**src/hw/rtl/sexl_pkg.sv**
```systemverilog
// Shared types, character codes and byte classifiers for the S-expression lexer.
// Used by the front, queue, back and top-level files; depends on nothing else.
package sexl_pkg;

    // Widths of the result fields.
    localparam int KIND_W = 3;
    localparam int CHAR_W = 8;
    localparam int LEN_W  = 6;
    localparam int NUM_W  = 31;
    localparam int ERR_W  = 2;

    localparam logic [NUM_W-1:0] NUM_MAX = {NUM_W{1'b1}};

    // Character codes.
    localparam logic [7:0] CH_NUL    = 8'h00;
    localparam logic [7:0] CH_LF     = 8'h0A;
    localparam logic [7:0] CH_BANG   = 8'h21;
    localparam logic [7:0] CH_DQUOTE = 8'h22;
    localparam logic [7:0] CH_QUOTE  = 8'h27;
    localparam logic [7:0] CH_LPAREN = 8'h28;
    localparam logic [7:0] CH_RPAREN = 8'h29;
    localparam logic [7:0] CH_ZERO   = 8'h30;
    localparam logic [7:0] CH_NINE   = 8'h39;
    localparam logic [7:0] CH_TILDE  = 8'h7E;

    typedef enum logic [KIND_W-1:0] {
        KIND_QUOTE  = 3'd0,
        KIND_LPAREN = 3'd1,
        KIND_RPAREN = 3'd2,
        KIND_IDENT  = 3'd3,
        KIND_NUM    = 3'd4,
        KIND_STRING = 3'd5,
        KIND_EOL    = 3'd6,
        KIND_ERROR  = 3'd7
    } t_kind;

    typedef enum logic [ERR_W-1:0] {
        ERR_NONE     = 2'd0,
        ERR_TOO_LONG = 2'd1,
        ERR_NUL_STR  = 2'd2,
        ERR_LF_STR   = 2'd3
    } t_err;

    // One command from the front to the back: a single result, or a text replay.
    typedef struct packed {
        t_kind             kind;
        logic              replay;
        logic              last;
        logic [LEN_W-1:0]  len;
        logic [NUM_W-1:0]  num;
        t_err              err;
    } t_cmd;

    // Queue status seen by the front.
    typedef struct packed {
        logic full;
        logic empty;
        logic replay_pending;
    } t_qstat;

    function automatic logic is_digit(input logic [7:0] c);
        return c inside {[CH_ZERO:CH_NINE]};
    endfunction

    function automatic logic is_ident_char(input logic [7:0] c);
        return (c inside {[CH_BANG:CH_TILDE]}) &&
               (c != CH_LPAREN) && (c != CH_RPAREN) && (c != CH_DQUOTE);
    endfunction

endpackage

```
**src/hw/rtl/sexl_ram.sv**
```systemverilog
// Generic single-write, single-read RAM with a registered read port.
// Holds the token text buffer; no dependencies.
module sexl_ram #(
    parameter int WIDTH = 8,
    parameter int DEPTH = 32,
    localparam int ADDR_W = (DEPTH > 1) ? $clog2(DEPTH) : 1
) (
    input  logic              i_clk,
    input  logic              i_we,
    input  logic [ADDR_W-1:0] i_waddr,
    input  logic [WIDTH-1:0]  i_wdata,
    input  logic              i_re,
    input  logic [ADDR_W-1:0] i_raddr,
    output logic [WIDTH-1:0]  o_rdata
);

    logic [WIDTH-1:0] r_mem [DEPTH];
    logic [WIDTH-1:0] r_rdata;

    // Write port and registered read port.
    always_ff @(posedge i_clk) begin
        if (i_we) begin
            r_mem[i_waddr] <= i_wdata;
        end
        if (i_re) begin
            r_rdata <= r_mem[i_raddr];
        end
    end

    assign o_rdata = r_rdata;

endmodule

```
**src/hw/rtl/sexl_front.sv**
```systemverilog
// Lexer front: accepts bytes, tracks the lexer mode, fills the text buffer
// and issues result commands. Depends on sexl_pkg.
module sexl_front
    import sexl_pkg::*;
#(
    parameter int MAX_TOKEN_CHARS = 32,
    localparam int ADDR_W = (MAX_TOKEN_CHARS > 1) ? $clog2(MAX_TOKEN_CHARS) : 1
) (
    input  logic              i_clk,
    input  logic              i_rst_n,
    input  logic              i_valid,
    output logic              o_stall,
    input  logic [7:0]        i_in_byte,
    input  t_qstat            i_qstat,
    input  logic              i_back_busy,
    output logic              o_push,
    output t_cmd              o_push_cmd,
    output logic              o_we,
    output logic [ADDR_W-1:0] o_waddr,
    output logic [7:0]        o_wdata
);

    typedef enum logic [4:0] {
        MODE_TOP   = 5'b00001,
        MODE_IDENT = 5'b00010,
        MODE_NUM   = 5'b00100,
        MODE_STR   = 5'b01000,
        MODE_DROP  = 5'b10000
    } t_mode;

    localparam logic [LEN_W-1:0] MAX_LEN = LEN_W'(MAX_TOKEN_CHARS);

    t_mode            r_mode, n_mode;
    logic [LEN_W-1:0] r_count, n_count;
    logic [NUM_W-1:0] r_acc, n_acc;
    logic             r_hold_valid;
    t_cmd             r_hold;

    logic             accept;
    logic             c0_v, c1_v;
    t_cmd             cmd0, cmd1;
    logic             we_c;
    logic             wr_start;
    logic [7:0]       c;

    // Top-level handling of a byte, shared by the identifier, number and top-level modes.
    logic             t_valid;
    t_kind            t_kind_c;
    t_mode            t_mode_c;
    logic [LEN_W-1:0] t_count;
    logic [NUM_W-1:0] t_acc;
    logic             t_we;

    logic [NUM_W+3:0] prod;
    logic [NUM_W-1:0] acc_next;
    logic             full;

    assign c    = i_in_byte;
    assign full = (r_count >= MAX_LEN);

    // Decimal step with saturation: acc * 10 + digit.
    always_comb begin
        prod = ({4'b0, r_acc} << 3) + ({4'b0, r_acc} << 1) + {{NUM_W{1'b0}}, c[3:0]};
        acc_next = (prod > {4'b0, NUM_MAX}) ? NUM_MAX : prod[NUM_W-1:0];
    end

    // Classification of a byte seen at the top level.
    always_comb begin
        t_valid  = 1'b1;
        t_kind_c = KIND_EOL;
        t_mode_c = MODE_TOP;
        t_count  = '0;
        t_acc    = '0;
        t_we     = 1'b0;
        if (c == CH_NUL || c == CH_LF) begin
            t_kind_c = KIND_EOL;
        end else if (c == CH_QUOTE) begin
            t_kind_c = KIND_QUOTE;
        end else if (c == CH_LPAREN) begin
            t_kind_c = KIND_LPAREN;
        end else if (c == CH_RPAREN) begin
            t_kind_c = KIND_RPAREN;
        end else begin
            t_valid = 1'b0;
            if (c == CH_DQUOTE) begin
                t_mode_c = MODE_STR;
            end else if (is_digit(c)) begin
                t_mode_c = MODE_NUM;
                t_acc    = {{(NUM_W-4){1'b0}}, c[3:0]};
                t_count  = LEN_W'(1);
            end else if (is_ident_char(c)) begin
                t_mode_c = MODE_IDENT;
                t_count  = LEN_W'(1);
                t_we     = 1'b1;
            end
        end
    end

    // Per-mode next state and commands for the byte on the input.
    always_comb begin
        n_mode   = r_mode;
        n_count  = r_count;
        n_acc    = r_acc;
        c0_v     = 1'b0;
        c1_v     = 1'b0;
        cmd0     = '0;
        cmd1     = '0;
        we_c     = 1'b0;
        wr_start = 1'b0;

        cmd1.kind = t_kind_c;
        cmd1.last = 1'b1;

        case (r_mode)
            MODE_IDENT: begin
                if (is_ident_char(c)) begin
                    if (full) begin
                        c0_v     = 1'b1;
                        cmd0.kind = KIND_ERROR;
                        cmd0.err  = ERR_TOO_LONG;
                        n_mode   = MODE_DROP;
                        n_count  = '0;
                        n_acc    = '0;
                    end else begin
                        we_c    = 1'b1;
                        n_count = r_count + LEN_W'(1);
                    end
                end else begin
                    c0_v        = 1'b1;
                    cmd0.kind   = KIND_IDENT;
                    cmd0.replay = 1'b1;
                    cmd0.len    = r_count;
                    c1_v        = t_valid;
                    n_mode      = t_mode_c;
                    n_count     = t_count;
                    n_acc       = t_acc;
                    we_c        = t_we;
                    wr_start    = 1'b1;
                end
            end
            MODE_NUM: begin
                if (is_digit(c)) begin
                    if (full) begin
                        c0_v      = 1'b1;
                        cmd0.kind = KIND_ERROR;
                        cmd0.err  = ERR_TOO_LONG;
                        n_mode    = MODE_DROP;
                        n_count   = '0;
                        n_acc     = '0;
                    end else begin
                        n_acc   = acc_next;
                        n_count = r_count + LEN_W'(1);
                    end
                end else begin
                    c0_v      = 1'b1;
                    cmd0.kind = KIND_NUM;
                    cmd0.num  = r_acc;
                    c1_v      = t_valid;
                    n_mode    = t_mode_c;
                    n_count   = t_count;
                    n_acc     = t_acc;
                    we_c      = t_we;
                    wr_start  = 1'b1;
                end
            end
            MODE_STR: begin
                if (c == CH_NUL || c == CH_LF) begin
                    c0_v      = 1'b1;
                    cmd0.kind = KIND_ERROR;
                    cmd0.err  = (c == CH_NUL) ? ERR_NUL_STR : ERR_LF_STR;
                    n_mode    = MODE_TOP;
                    n_count   = '0;
                end else if (c == CH_DQUOTE) begin
                    c0_v        = 1'b1;
                    cmd0.kind   = KIND_STRING;
                    cmd0.replay = 1'b1;
                    cmd0.len    = r_count;
                    n_mode      = MODE_TOP;
                    n_count     = '0;
                end else if (full) begin
                    c0_v      = 1'b1;
                    cmd0.kind = KIND_ERROR;
                    cmd0.err  = ERR_TOO_LONG;
                    n_mode    = MODE_DROP;
                    n_count   = '0;
                    n_acc     = '0;
                end else begin
                    we_c    = 1'b1;
                    n_count = r_count + LEN_W'(1);
                end
            end
            MODE_DROP: begin
                if (c == CH_NUL || c == CH_LF) begin
                    n_mode = MODE_TOP;
                end
            end
            default: begin
                c0_v      = t_valid;
                cmd0.kind = t_kind_c;
                n_mode    = t_mode_c;
                n_count   = t_count;
                n_acc     = t_acc;
                we_c      = t_we;
                wr_start  = 1'b1;
            end
        endcase

        // The first command closes the byte's run unless a second follows.
        cmd0.last = !c1_v;
    end

    // Hold off new bytes while a second command waits, the queue is full,
    // or buffered text is still pending or being replayed.
    assign o_stall = r_hold_valid || i_qstat.full || i_qstat.replay_pending || i_back_busy;
    assign accept  = i_valid && !o_stall;

    // Queue push: the held second command first, else the new first command.
    assign o_push     = r_hold_valid ? !i_qstat.full : (accept && c0_v);
    assign o_push_cmd = r_hold_valid ? r_hold : cmd0;

    // Text buffer write port.
    assign o_we    = accept && we_c;
    assign o_waddr = wr_start ? '0 : r_count[ADDR_W-1:0];
    assign o_wdata = c;

    // Control state.
    always_ff @(posedge i_clk) begin
        if (!i_rst_n) begin
            r_mode       <= MODE_TOP;
            r_count      <= '0;
            r_acc        <= '0;
            r_hold_valid <= 1'b0;
        end else begin
            if (accept) begin
                r_mode  <= n_mode;
                r_count <= n_count;
                r_acc   <= n_acc;
            end
            if (accept && c1_v) begin
                r_hold_valid <= 1'b1;
            end else if (r_hold_valid && !i_qstat.full) begin
                r_hold_valid <= 1'b0;
            end
        end
    end

    // Second command payload.
    always_ff @(posedge i_clk) begin
        if (accept && c1_v) begin
            r_hold <= cmd1;
        end
    end

endmodule

```
**src/hw/rtl/sexl_queue.sv**
```systemverilog
// Two-entry command queue between the lexer front and back.
// Depends on sexl_pkg.
module sexl_queue
    import sexl_pkg::*;
(
    input  logic   i_clk,
    input  logic   i_rst_n,
    input  logic   i_push,
    input  t_cmd   i_push_cmd,
    input  logic   i_pop,
    output t_cmd   o_head,
    output t_qstat o_qstat
);

    t_cmd       r_ent [2];
    logic       r_wp, r_rp;
    logic [1:0] r_cnt;

    logic do_push, do_pop;

    assign do_push = i_push && (r_cnt != 2'd2);
    assign do_pop  = i_pop && (r_cnt != 2'd0);

    // Pointers and fill count.
    always_ff @(posedge i_clk) begin
        if (!i_rst_n) begin
            r_wp  <= 1'b0;
            r_rp  <= 1'b0;
            r_cnt <= 2'd0;
        end else begin
            if (do_push) begin
                r_wp <= !r_wp;
            end
            if (do_pop) begin
                r_rp <= !r_rp;
            end
            r_cnt <= r_cnt + {1'b0, do_push} - {1'b0, do_pop};
        end
    end

    // Entry storage.
    always_ff @(posedge i_clk) begin
        if (do_push) begin
            r_ent[r_wp] <= i_push_cmd;
        end
    end

    // Status: a replay anywhere in the queue keeps the text buffer busy.
    assign o_head                 = r_ent[r_rp];
    assign o_qstat.full           = (r_cnt == 2'd2);
    assign o_qstat.empty          = (r_cnt == 2'd0);
    assign o_qstat.replay_pending = ((r_cnt != 2'd0) && r_ent[r_rp].replay) ||
                                    ((r_cnt == 2'd2) && r_ent[!r_rp].replay);

endmodule

```
**src/hw/rtl/sexl_back.sv**
```systemverilog
// Lexer back: executes queued commands, replays buffered text one character
// per result and holds the output register. Depends on sexl_pkg.
module sexl_back
    import sexl_pkg::*;
#(
    parameter int MAX_TOKEN_CHARS = 32,
    localparam int ADDR_W = (MAX_TOKEN_CHARS > 1) ? $clog2(MAX_TOKEN_CHARS) : 1
) (
    input  logic              i_clk,
    input  logic              i_rst_n,
    input  t_cmd              i_head,
    input  t_qstat            i_qstat,
    output logic              o_pop,
    output logic              o_busy,
    output logic              o_re,
    output logic [ADDR_W-1:0] o_raddr,
    input  logic [7:0]        i_rdata,
    output logic              o_valid,
    input  logic              i_stall,
    output logic [KIND_W-1:0] o_token_kind,
    output logic [CHAR_W-1:0] o_text_char,
    output logic [LEN_W-1:0]  o_text_length,
    output logic [NUM_W-1:0]  o_number_value,
    output logic [ERR_W-1:0]  o_error_code,
    output logic              o_last_of_run
);

    typedef enum logic [2:0] {
        BS_IDLE = 3'b001,
        BS_READ = 3'b010,
        BS_SHOW = 3'b100
    } t_bstate;

    t_bstate          r_state, n_state;
    logic             r_replay;
    logic             r_last_cmd;
    logic [LEN_W-1:0] r_idx, n_idx;
    t_kind            r_kind;
    logic [LEN_W-1:0] r_len;
    logic [NUM_W-1:0] r_num;
    t_err             r_err;
    logic [7:0]       r_char;
    logic             r_last;

    logic pop_text;
    logic more;

    assign o_pop    = (r_state == BS_IDLE) && !i_qstat.empty;
    assign pop_text = o_pop && i_head.replay && (i_head.len != '0);
    assign more     = r_replay && ((r_idx + LEN_W'(1)) < r_len);

    // Sequencer and text read address.
    always_comb begin
        n_state = r_state;
        n_idx   = r_idx;
        o_re    = 1'b0;
        case (r_state)
            BS_IDLE: begin
                if (o_pop) begin
                    if (pop_text) begin
                        n_state = BS_READ;
                        n_idx   = '0;
                        o_re    = 1'b1;
                    end else begin
                        n_state = BS_SHOW;
                    end
                end
            end
            BS_READ: begin
                n_state = BS_SHOW;
            end
            BS_SHOW: begin
                if (!i_stall) begin
                    if (more) begin
                        n_state = BS_READ;
                        n_idx   = r_idx + LEN_W'(1);
                        o_re    = 1'b1;
                    end else begin
                        n_state = BS_IDLE;
                    end
                end
            end
            default: begin
                n_state = BS_IDLE;
            end
        endcase
    end

    assign o_raddr = n_idx[ADDR_W-1:0];

    // Control state.
    always_ff @(posedge i_clk) begin
        if (!i_rst_n) begin
            r_state  <= BS_IDLE;
            r_replay <= 1'b0;
        end else begin
            r_state <= n_state;
            if (o_pop) begin
                r_replay <= pop_text;
            end
        end
    end

    // Output register and replay bookkeeping.
    always_ff @(posedge i_clk) begin
        r_idx <= n_idx;
        if (o_pop) begin
            r_kind     <= i_head.kind;
            r_len      <= i_head.len;
            r_num      <= i_head.num;
            r_err      <= i_head.err;
            r_last_cmd <= i_head.last;
            r_char     <= '0;
            r_last     <= i_head.last;
        end else if (r_state == BS_READ) begin
            r_char <= i_rdata;
            r_last <= r_last_cmd && (r_idx == (r_len - LEN_W'(1)));
        end
    end

    assign o_busy         = (r_state != BS_IDLE) && r_replay;
    assign o_valid        = (r_state == BS_SHOW);
    assign o_token_kind   = r_kind;
    assign o_text_char    = r_char;
    assign o_text_length  = r_len;
    assign o_number_value = r_num;
    assign o_error_code   = r_err;
    assign o_last_of_run  = r_last;

endmodule

```
**src/hw/rtl/s_expression_byte_lexer.sv**
```systemverilog
// S-expression byte lexer: one source byte per item, tokens out as result items.
// Results pass through the command queue and the back's output register, text characters
// also through a buffer read. New bytes are taken while the back shows earlier results,
// but wait while text is pending or replays, a second result is held or the queue is full.
// Reset: synchronous, active low, clears mode, counters, queue and sequencer;
// the text buffer is not cleared, and only written entries are ever read.
module s_expression_byte_lexer
    import sexl_pkg::*;
#(
    parameter int MAX_TOKEN_CHARS = 32
) (
    input  logic              i_clk,
    input  logic              i_rst_n,
    input  logic              i_valid,
    output logic              o_stall,
    input  logic [7:0]        i_in_byte,
    output logic              o_valid,
    input  logic              i_stall,
    output logic [KIND_W-1:0] o_token_kind,
    output logic [CHAR_W-1:0] o_text_char,
    output logic [LEN_W-1:0]  o_text_length,
    output logic [NUM_W-1:0]  o_number_value,
    output logic [ERR_W-1:0]  o_error_code,
    output logic              o_last_of_run
);

    localparam int ADDR_W = (MAX_TOKEN_CHARS > 1) ? $clog2(MAX_TOKEN_CHARS) : 1;

    t_qstat            qstat;
    t_cmd              push_cmd, head;
    logic              push, pop;
    logic              back_busy;
    logic              we, re;
    logic [ADDR_W-1:0] waddr, raddr;
    logic [7:0]        wdata, rdata;

    // Front: byte acceptance and classification.
    sexl_front #(
        .MAX_TOKEN_CHARS(MAX_TOKEN_CHARS)
    ) u_front (
        .i_clk       (i_clk),
        .i_rst_n     (i_rst_n),
        .i_valid     (i_valid),
        .o_stall     (o_stall),
        .i_in_byte   (i_in_byte),
        .i_qstat     (qstat),
        .i_back_busy (back_busy),
        .o_push      (push),
        .o_push_cmd  (push_cmd),
        .o_we        (we),
        .o_waddr     (waddr),
        .o_wdata     (wdata)
    );

    // Command queue.
    sexl_queue u_queue (
        .i_clk      (i_clk),
        .i_rst_n    (i_rst_n),
        .i_push     (push),
        .i_push_cmd (push_cmd),
        .i_pop      (pop),
        .o_head     (head),
        .o_qstat    (qstat)
    );

    // Token text buffer.
    sexl_ram #(
        .WIDTH(8),
        .DEPTH(MAX_TOKEN_CHARS)
    ) u_text_ram (
        .i_clk   (i_clk),
        .i_we    (we),
        .i_waddr (waddr),
        .i_wdata (wdata),
        .i_re    (re),
        .i_raddr (raddr),
        .o_rdata (rdata)
    );

    // Back: command execution and output register.
    sexl_back #(
        .MAX_TOKEN_CHARS(MAX_TOKEN_CHARS)
    ) u_back (
        .i_clk          (i_clk),
        .i_rst_n        (i_rst_n),
        .i_head         (head),
        .i_qstat        (qstat),
        .o_pop          (pop),
        .o_busy         (back_busy),
        .o_re           (re),
        .o_raddr        (raddr),
        .i_rdata        (rdata),
        .o_valid        (o_valid),
        .i_stall        (i_stall),
        .o_token_kind   (o_token_kind),
        .o_text_char    (o_text_char),
        .o_text_length  (o_text_length),
        .o_number_value (o_number_value),
        .o_error_code   (o_error_code),
        .o_last_of_run  (o_last_of_run)
    );

`ifndef SYNTHESIS
    // The text buffer is never written while buffered text is still pending or replaying.
    a_no_write_during_replay: assert property (@(posedge i_clk) disable iff (!i_rst_n)
        we |-> (!qstat.replay_pending && !back_busy))
        else $error("text buffer written during replay");

    // The front never pushes into a full queue.
    a_no_push_when_full: assert property (@(posedge i_clk) disable iff (!i_rst_n)
        push |-> !qstat.full)
        else $error("command pushed into full queue");

    // An error result always carries a nonzero error code.
    a_error_has_code: assert property (@(posedge i_clk) disable iff (!i_rst_n)
        (o_valid && (o_token_kind == KIND_ERROR)) |-> (o_error_code != ERR_NONE))
        else $error("error result without code");

    // Only identifier and string results carry a text length.
    a_length_only_text: assert property (@(posedge i_clk) disable iff (!i_rst_n)
        (o_valid && (o_text_length != '0)) |->
            ((o_token_kind == KIND_IDENT) || (o_token_kind == KIND_STRING)))
        else $error("text length on non-text result");
`endif

endmodule

```
**config.mk**
```make
export PLATFORM = sky130hd
export DESIGN_NAME = s_expression_byte_lexer
export DESIGN_NICKNAME = d
export VERILOG_FILES = /design/src/hw/rtl/sexl_pkg.sv /design/src/hw/rtl/sexl_ram.sv /design/src/hw/rtl/sexl_front.sv /design/src/hw/rtl/sexl_queue.sv /design/src/hw/rtl/sexl_back.sv /design/src/hw/rtl/s_expression_byte_lexer.sv
export SDC_FILE = /design/constraint.sdc
export NUM_CORES = 1
export LEC_CHECK = 0
export BUFFER_PORTS_ARGS = -buffer_cell sky130_fd_sc_hd__buf_2
export CAP_MARGIN = 5
export CORE_AREA = 2 2 220 222
export CTS_BUF_LIST = sky130_fd_sc_hd__clkbuf_4
export CTS_CLUSTER_SIZE = 16
export DETAILED_ROUTE_END_ITERATION = 10
export DIE_AREA = 0 0 222 224
export HOLD_SLACK_MARGIN = 0.15
export MAX_ROUTING_LAYER = met4
export PLACE_DENSITY_LB_ADDON = 0.08
export SLEW_MARGIN = 20
export SYNTH_ARGS = -nofsm -noshare
export SYNTH_HDL_FRONTEND = slang
export SYNTH_HIERARCHICAL = 1
export SYNTH_SLANG_ARGS = --single-unit
```
**constraint.sdc**
```tcl
create_clock -name i_clk -period 14.7 [get_ports i_clk]
set_input_delay 1.47 -clock i_clk [delete_from_list [all_inputs] [get_ports i_clk]]
set_output_delay 1.47 -clock i_clk [all_outputs]
set_load 0.05 [all_outputs]
```
# Word level (Yosys, flattened, before mapping)
# Memory sizes are Yosys's and may differ from the RTL's. A register that Yosys moved wholly into a read port is not among the register bits.
# Index checks and enable logic that the tools add are counted.
# classes
reduce_logical	44
bitwise_logic	1
n_lt_le_gt_ge	7
add_sub_neg	7
eq_ne	26
mux	124
# ops
operator	n
2-to-1 mux 31 bit	14
one-hot mux 31 bit (4 select lines)	1
2-to-1 mux 6 bit	18
2-to-1 mux 5 bit	13
2-to-1 mux 1 bit	47
2-to-1 mux 44 bit	1
2-to-1 mux 3 bit	12
adder 34 x 32 -> 35 bit	1
adder 35 x 4 -> 35 bit	1
> comparator 35 x 31 -> 1 bit, second input constant	1
== test 8 x 6 -> 1 bit, second input constant	4
inequality test 8 x 6 -> 1 bit, second input constant	3
one-hot mux 6 bit (2 select lines)	2
one-hot mux 6 bit (4 select lines)	1
logical AND 1 bit	20
one-hot mux 5 bit (4 select lines)	1
greater-or-equal comparator 8 x 6 -> 1 bit, second input constant	2
adder 6 x 1 -> 6 bit, second input constant	2
one-hot mux 3 bit (4 select lines)	1
one-hot mux 3 bit (3 select lines)	1
== test 8 x 4 -> 1 bit, second input constant	1
less-or-equal comparator 8 x 6 -> 1 bit, second input constant	1
less-or-equal comparator 8 x 7 -> 1 bit, second input constant	1
zero test 8 bit	1
other kinds (33)	59
# totals
regBits	112
wordCells	230
output_inout_bits	53
ramBits	344
memories	2
# memory_table
name	words	word_bits	rd	rd_ports_with_merged_regs	write_ports	line_no	rtl
u_text_ram.r_mem	32	8	1	1	1	sexl_ram.sv:17	logic [WIDTH-1:0] r_mem [DEPTH];
u_queue.r_ent	2	44	2	1	1	sexl_queue.sv:15	t_cmd r_ent [2];

# Longest topological paths before layout
# logic_depth
ltp_word	17
mapped_depth	15
mapped_depth_nobuf	14

# By module
# The synthesis kept the hierarchy.
# modules_own_cells
module	seq_area_each_um2	instances	cells_each	area_each_um2
sexl_ram	7927.6	1	417	10133.5
sexl_front	950.9	1	684	5008.6
sexl_queue	2742.6	1	172	3483.3
sexl_back	1691.6	1	190	2513.7

# Worst setup path before layout
# Ideal clock, no wire load.
# synth_path
path_kind	in2reg
start	input i_in_byte[4]
end	memory u_queue/r_ent[0][0] (netlist name) (enable)
t_arrival_ps	5431
setup_ps	439
slack_ps	8830
n_path_buf	1
cell_stages	8
required_ps	14261
cell_sequence	or4b_2 -> a211oi_1 -> a2111oi_1 -> nor2_1 -> clkbuf_1 -> nor3_1 -> o32ai_1 -> nor3b_2
# synth_via
elab_chain_cells	12
elab_cells_between_ends	33
classes_between	order compare (4); eq/ne (8); mux (12); reduce/logical (9)
# synth_rtl
item	line_no	rtl
start: declaration	s_expression_byte_lexer.sv:16	input logic [7:0] i_in_byte,
greater-or-equal comparator 8 x 6 -> 1 bit or less-or-equal comparator 8 x 7 -> 1 bit (tied branches)	sexl_pkg.sv:66	return (c inside {[CH_BANG:CH_TILDE]}) &&
logical AND 1 bit (2 in a row)	sexl_pkg.sv:66	
logical AND 1 bit (2 in a row)	sexl_pkg.sv:67	(c != CH_LPAREN) && (c != CH_RPAREN) && (c != CH_DQUOTE);
2-to-1 mux 1 bit	sexl_front.sv:116	if (is_ident_char(c)) begin
one-hot mux 1 bit (4 select lines) (*)	sexl_front.sv:114	case (r_mode)
logical AND 1 bit (*)	sexl_front.sv:218	assign o_push = r_hold_valid ? !i_qstat.full : (accept && c0_v);
2-to-1 mux 1 bit (*)	sexl_front.sv:218	
net push	s_expression_byte_lexer.sv:31	logic push, pop;
logical AND 1 bit (*)	sexl_queue.sv:21	assign do_push = i_push && (r_cnt != 2'd2);
2-to-1 mux 1 bit (*)	sexl_queue.sv:43	if (do_push) begin
2-to-1 mux 1 bit (not written as such) (*)	sexl_queue.sv:44	r_ent[r_wp] <= i_push_cmd;
end: declaration	sexl_queue.sv:15	
# Mark *: on every way through the listed nets, which the timed path passes. The rest lies on a longest branch.

==> impl_metrics.csv <==
group,metric,value,unit
status,status,"completed",
cts,post_cts_resized,0,
yosys,avgSynthCellArea,14.4,sq um
critical_path,reg2reg_slack,8990,ps
pwr,pwr_density_cell,116,nW/um^2
routing,wire_per_inst,23.0,microns
routing,drtAntennaViolNets,0,
yosys,synthArstFlopShare,0,%
cts,root_buffer,"clkbuf_4",
finish,fin_nets,1687,
die,fp.dieW,222,microns
flow_run,drv_cap,0,
cts,ctsHoldBuffers,0,
global_routing,grt_pass1_wl,80400,microns
die,io_pins,65,
critical_path,reg2regPathDepth,11,
global_routing,grt_start_max_net_pins,66,
finish,multi_input_area,7380,sq um
cts,post-cts-setup-buffer-count,0,
min_path,holdPathStages,2,
global_routing,first_global_vias,13139,
pwr,pwr-share-seq,52.2,%
yosys,syn_area,21100,sq um
global_routing,antenna_found_initial,2,
pwr,leakage,8.57,nW
timing,fin_skew,60.6,ps
yosys,synth_edf_count,400,
timing,whs,454,ps
timing,fin_setup_tns,0,ps
timing,drv_slew,0,
timing,fin_crit,5710,ps
placement,port_buffers,64,
yosys,ys.flop_type,"edfxtp_1",
timing,rsz0062_at_grt,"false",
timing,hold_viol_final,0,
pwr,power.switching,0.636,mW
placement,place_inst,2097,
routing,vias,13139,
die,coreArea,47300,sq um
critical_path,endpoint_kind,"flip-flop",
critical_path,worstPathMaxFanout,47,
routing,routed_via_density,5.67,
pwr,comb_power_share,8.4,%
min_path,min_to,"u_back/o_text_char[4]",
critical_path,worstPathRequired,15300,ps
cts,cts_buffers,116,
routing,drt_iter0_markers,1138,
die,start_util,44.6,%
timing,slew_headroom,33.1,%
pwr,power,2.76,mW
critical_path,cp.arrival,6300,ps
timing,setup_viol,0,
min_path,min_from,"u_back/o_text_char[4]",
cts,worstSkewPairLatency,860,ps
finish,seq_area,13300,sq um
timing,fin_crit_sh,38.8,%
yosys,synth.distinct_cells,85,
cts,clk_path_buf_depth,3,
timing,worst_pin_slew,1000,ps
global_routing,grt_usage,22.4,%
cts,cts_tree,"built",
finish,finalNonFillerCells,2318,
die,dieArea,49700,sq um
cts,clk_pin_slew,70,ps
yosys,netlist_instances,1463,
routing,wl,53300,microns
pwr,intPower,2.12,mW
yosys,syn_nets,1549,
die,die_y,224,microns
finish,drive_above_1_share,26.8,%
pwr,vdd_drop_max,50.9,uV
yosys,synth_seq_cells,465,
timing,fmax,0.175,GHz
placement,dpl.hpwl,35000,microns
critical_path,start_kind,"flip-flop",
cts,cts.sinks,465,
cts,htree_levels,3,
placement,dpl_cell_area,22200,sq um
pwr,clockPowerShare,39.4,%
finish,syn_to_final_growth,12.3,%
global_routing,grt_overflow,0,
finish,num-fill-cells,4173,
critical_path,r2r-end,"u_text_ram/o_rdata[3]",
yosys,ys_seq_area_share,63.0,%
die,core.rowCount,80,
critical_path,path_class,"flip-flop to flip-flop",
yosys,yosysWarnings,6,
pwr,swShare,23.0,%
routing,dr.pass1.iters,7,
min_path,holdCritPathClass,"flip-flop to flip-flop",
finish,design_area,23700,sq um
routing,drc_errors,0,
placement,gp_congestion,0.890,
-- metrics by stage --
stage               worst slack (ps)  utilization [%]
finish                          8990             50.2
global route                    8630             50.2
CTS                             8560             50.1
detailed placement              8570             46.8
global placement                8670             46.8
floorplan                       8830                -
-- worst max-delay path, cell delays in order (launching register included) --
cell and delay, ps:
dfxtp_2 310, buf_4 500, mux2_2 420, or4_1 530
o311ai_2 660, nand2_1 190, mux2i_4 440, buf_16 220
buf_4 730, mux4_2 590, mux4_2 520, mux2_2 280
-- cells by family (layout without fill, tap and decap cells) --
logic type	after synthesis	after routing	synth area share, %
other	0	2	0
AO/OA/AOI/OAI	241	241	7.28
XOR/XNOR	40	40	1.66
adder cells (fa/ha/maj)	74	74	4.45
AND/OR/NAND/NOR	392	392	9.45
buffers and inverters	113	351	2.58
multiplexers	138	138	11.6
flip-flops	465	465	63.0
-- state kept, by name, indices dropped and copies added (netlist names), 2 cells and up, named ones only --
name	count
u_back/r_idx	6
u_front/r_count	6
u_queue/r_cnt	2
u_back/o_token_kind	3
u_front/r_mode	5
u_back/r_state	3
u_back/o_text_char	8
u_text_ram/o_rdata	8
u_text_ram/r_mem	256
u_front/r_acc	31
u_queue/r_ent	88
u_front/r_hold	3
u_back/o_text_length	6
u_back/o_error_code	2
u_back/o_number_value	31
-- how the worst max path moves through the flow --
stage / startpoint / end / depth (start not counted) / slack (ps)
after global routing: flip-flop / u_text_ram/o_rdata[3] / 11 / 8630
after CTS: flip-flop / u_text_ram/o_rdata[5] / 10 / 8560
final: flip-flop / u_text_ram/o_rdata[3] / 11 / 8990
after floorplan: i_in_byte[4] / u_queue/r_ent[0][0] / 8 / 8830
after global placement: i_in_byte[5] / u_queue/r_ent[1][15] / 8 / 8670
after detailed placement: flip-flop / u_text_ram/o_rdata[3] / 10 / 8570
-- metal layers --
| metal | global-route usage [%] | vias to the layer above | share of wire, % | routed length (microns) |
|---|---|---|---|---|
| met1 | 29.3 | 6543 | 43 | 23000 |
| li1 | - | 6043 | - | - |
| met2 | 34.8 | 463 | 47 | 25300 |
| met4 | 8.85 | 0 | 2.7 | 1460 |
| met5 | - | - | 0 | 0 |
| met3 | 4.59 | 90 | 6.7 | 3590 |
-- Yosys cell counts, types with 19 or more instances --
cell type | instances | area, sq um
a21oi_1 | 80 | 400
and3_1 | 35 | 219
buf_4 | 23 | 173
clkbuf_1 | 37 | 139
dfxtp_1 | 65 | 1300
edfxtp_1 | 400 | 12000
ha_1 | 72 | 901
inv_1 | 29 | 109
mux2_2 | 52 | 586
mux4_2 | 80 | 1800
nand2_1 | 111 | 417
nand3_1 | 20 | 100
nor2_1 | 95 | 357
nor3_1 | 26 | 130
o21ai_0 | 47 | 235
xnor2_1 | 21 | 184
xor2_1 | 19 | 166
-- placed cells by master, fill, tap and decap left out, types with 7 or more instances in the layout --
| cell | Yosys | layout |
|---|---|---|
| nor2_1 | 95 | 90 |
| xor2_1 | 19 | 19 |
| nor3_1 | 26 | 26 |
| o31ai_1 | 11 | 11 |
| mux4_2 | 80 | 80 |
| a21oi_1 | 80 | 80 |
| a31oi_1 | 7 | 7 |
| nand2_1 | 111 | 111 |
| a211oi_1 | 12 | 12 |
| nand3b_1 | 10 | 10 |
| mux2_2 | 52 | 52 |
| o21ai_0 | 47 | 47 |
| and3_1 | 35 | 34 |
| nand4_1 | 16 | 16 |
| clkinv_2 | 0 | 7 |
| buf_2 | 13 | 64 |
| o21a_1 | 7 | 7 |
| buf_4 | 23 | 38 |
| and2_1 | 14 | 14 |
| clkinv_1 | 0 | 36 |
| ha_1 | 72 | 72 |
| dfxtp_1 | 65 | 64 |
| edfxtp_1 | 400 | 400 |
| inv_1 | 29 | 29 |
| a22oi_1 | 12 | 12 |
| xnor2_1 | 21 | 21 |
| clkbuf_4 | 0 | 171 |
| nor2_2 | 2 | 7 |
| a21o_1 | 11 | 11 |
| nand3_1 | 20 | 20 |
| nand2b_1 | 15 | 15 |
-- power groups by stage --
stage	logic [mW]	clock network [mW]	registers, mW
finish	0.231	1.09	1.44
global route	0.250	1.19	1.44
CTS	0.232	1.13	1.44
detailed placement	0.231	0	1.47
global placement	0.227	0	1.47
floorplan	0.186	0	1.47
-- final cells by class --
type / instances / area share (%)
diodes: 2 / 0.0211
clock buffers: 171 / 5.41
clock inverters: 47 / 1.04
inverters: 30 / 0.474
multi-input cells: 885 / 31.1
flip-flops and latches: 465 / 56.1
well taps: 615 / 3.24
repair buffers: 103 / 2.67
Note: power is estimated with default switching activity, not from simulation.
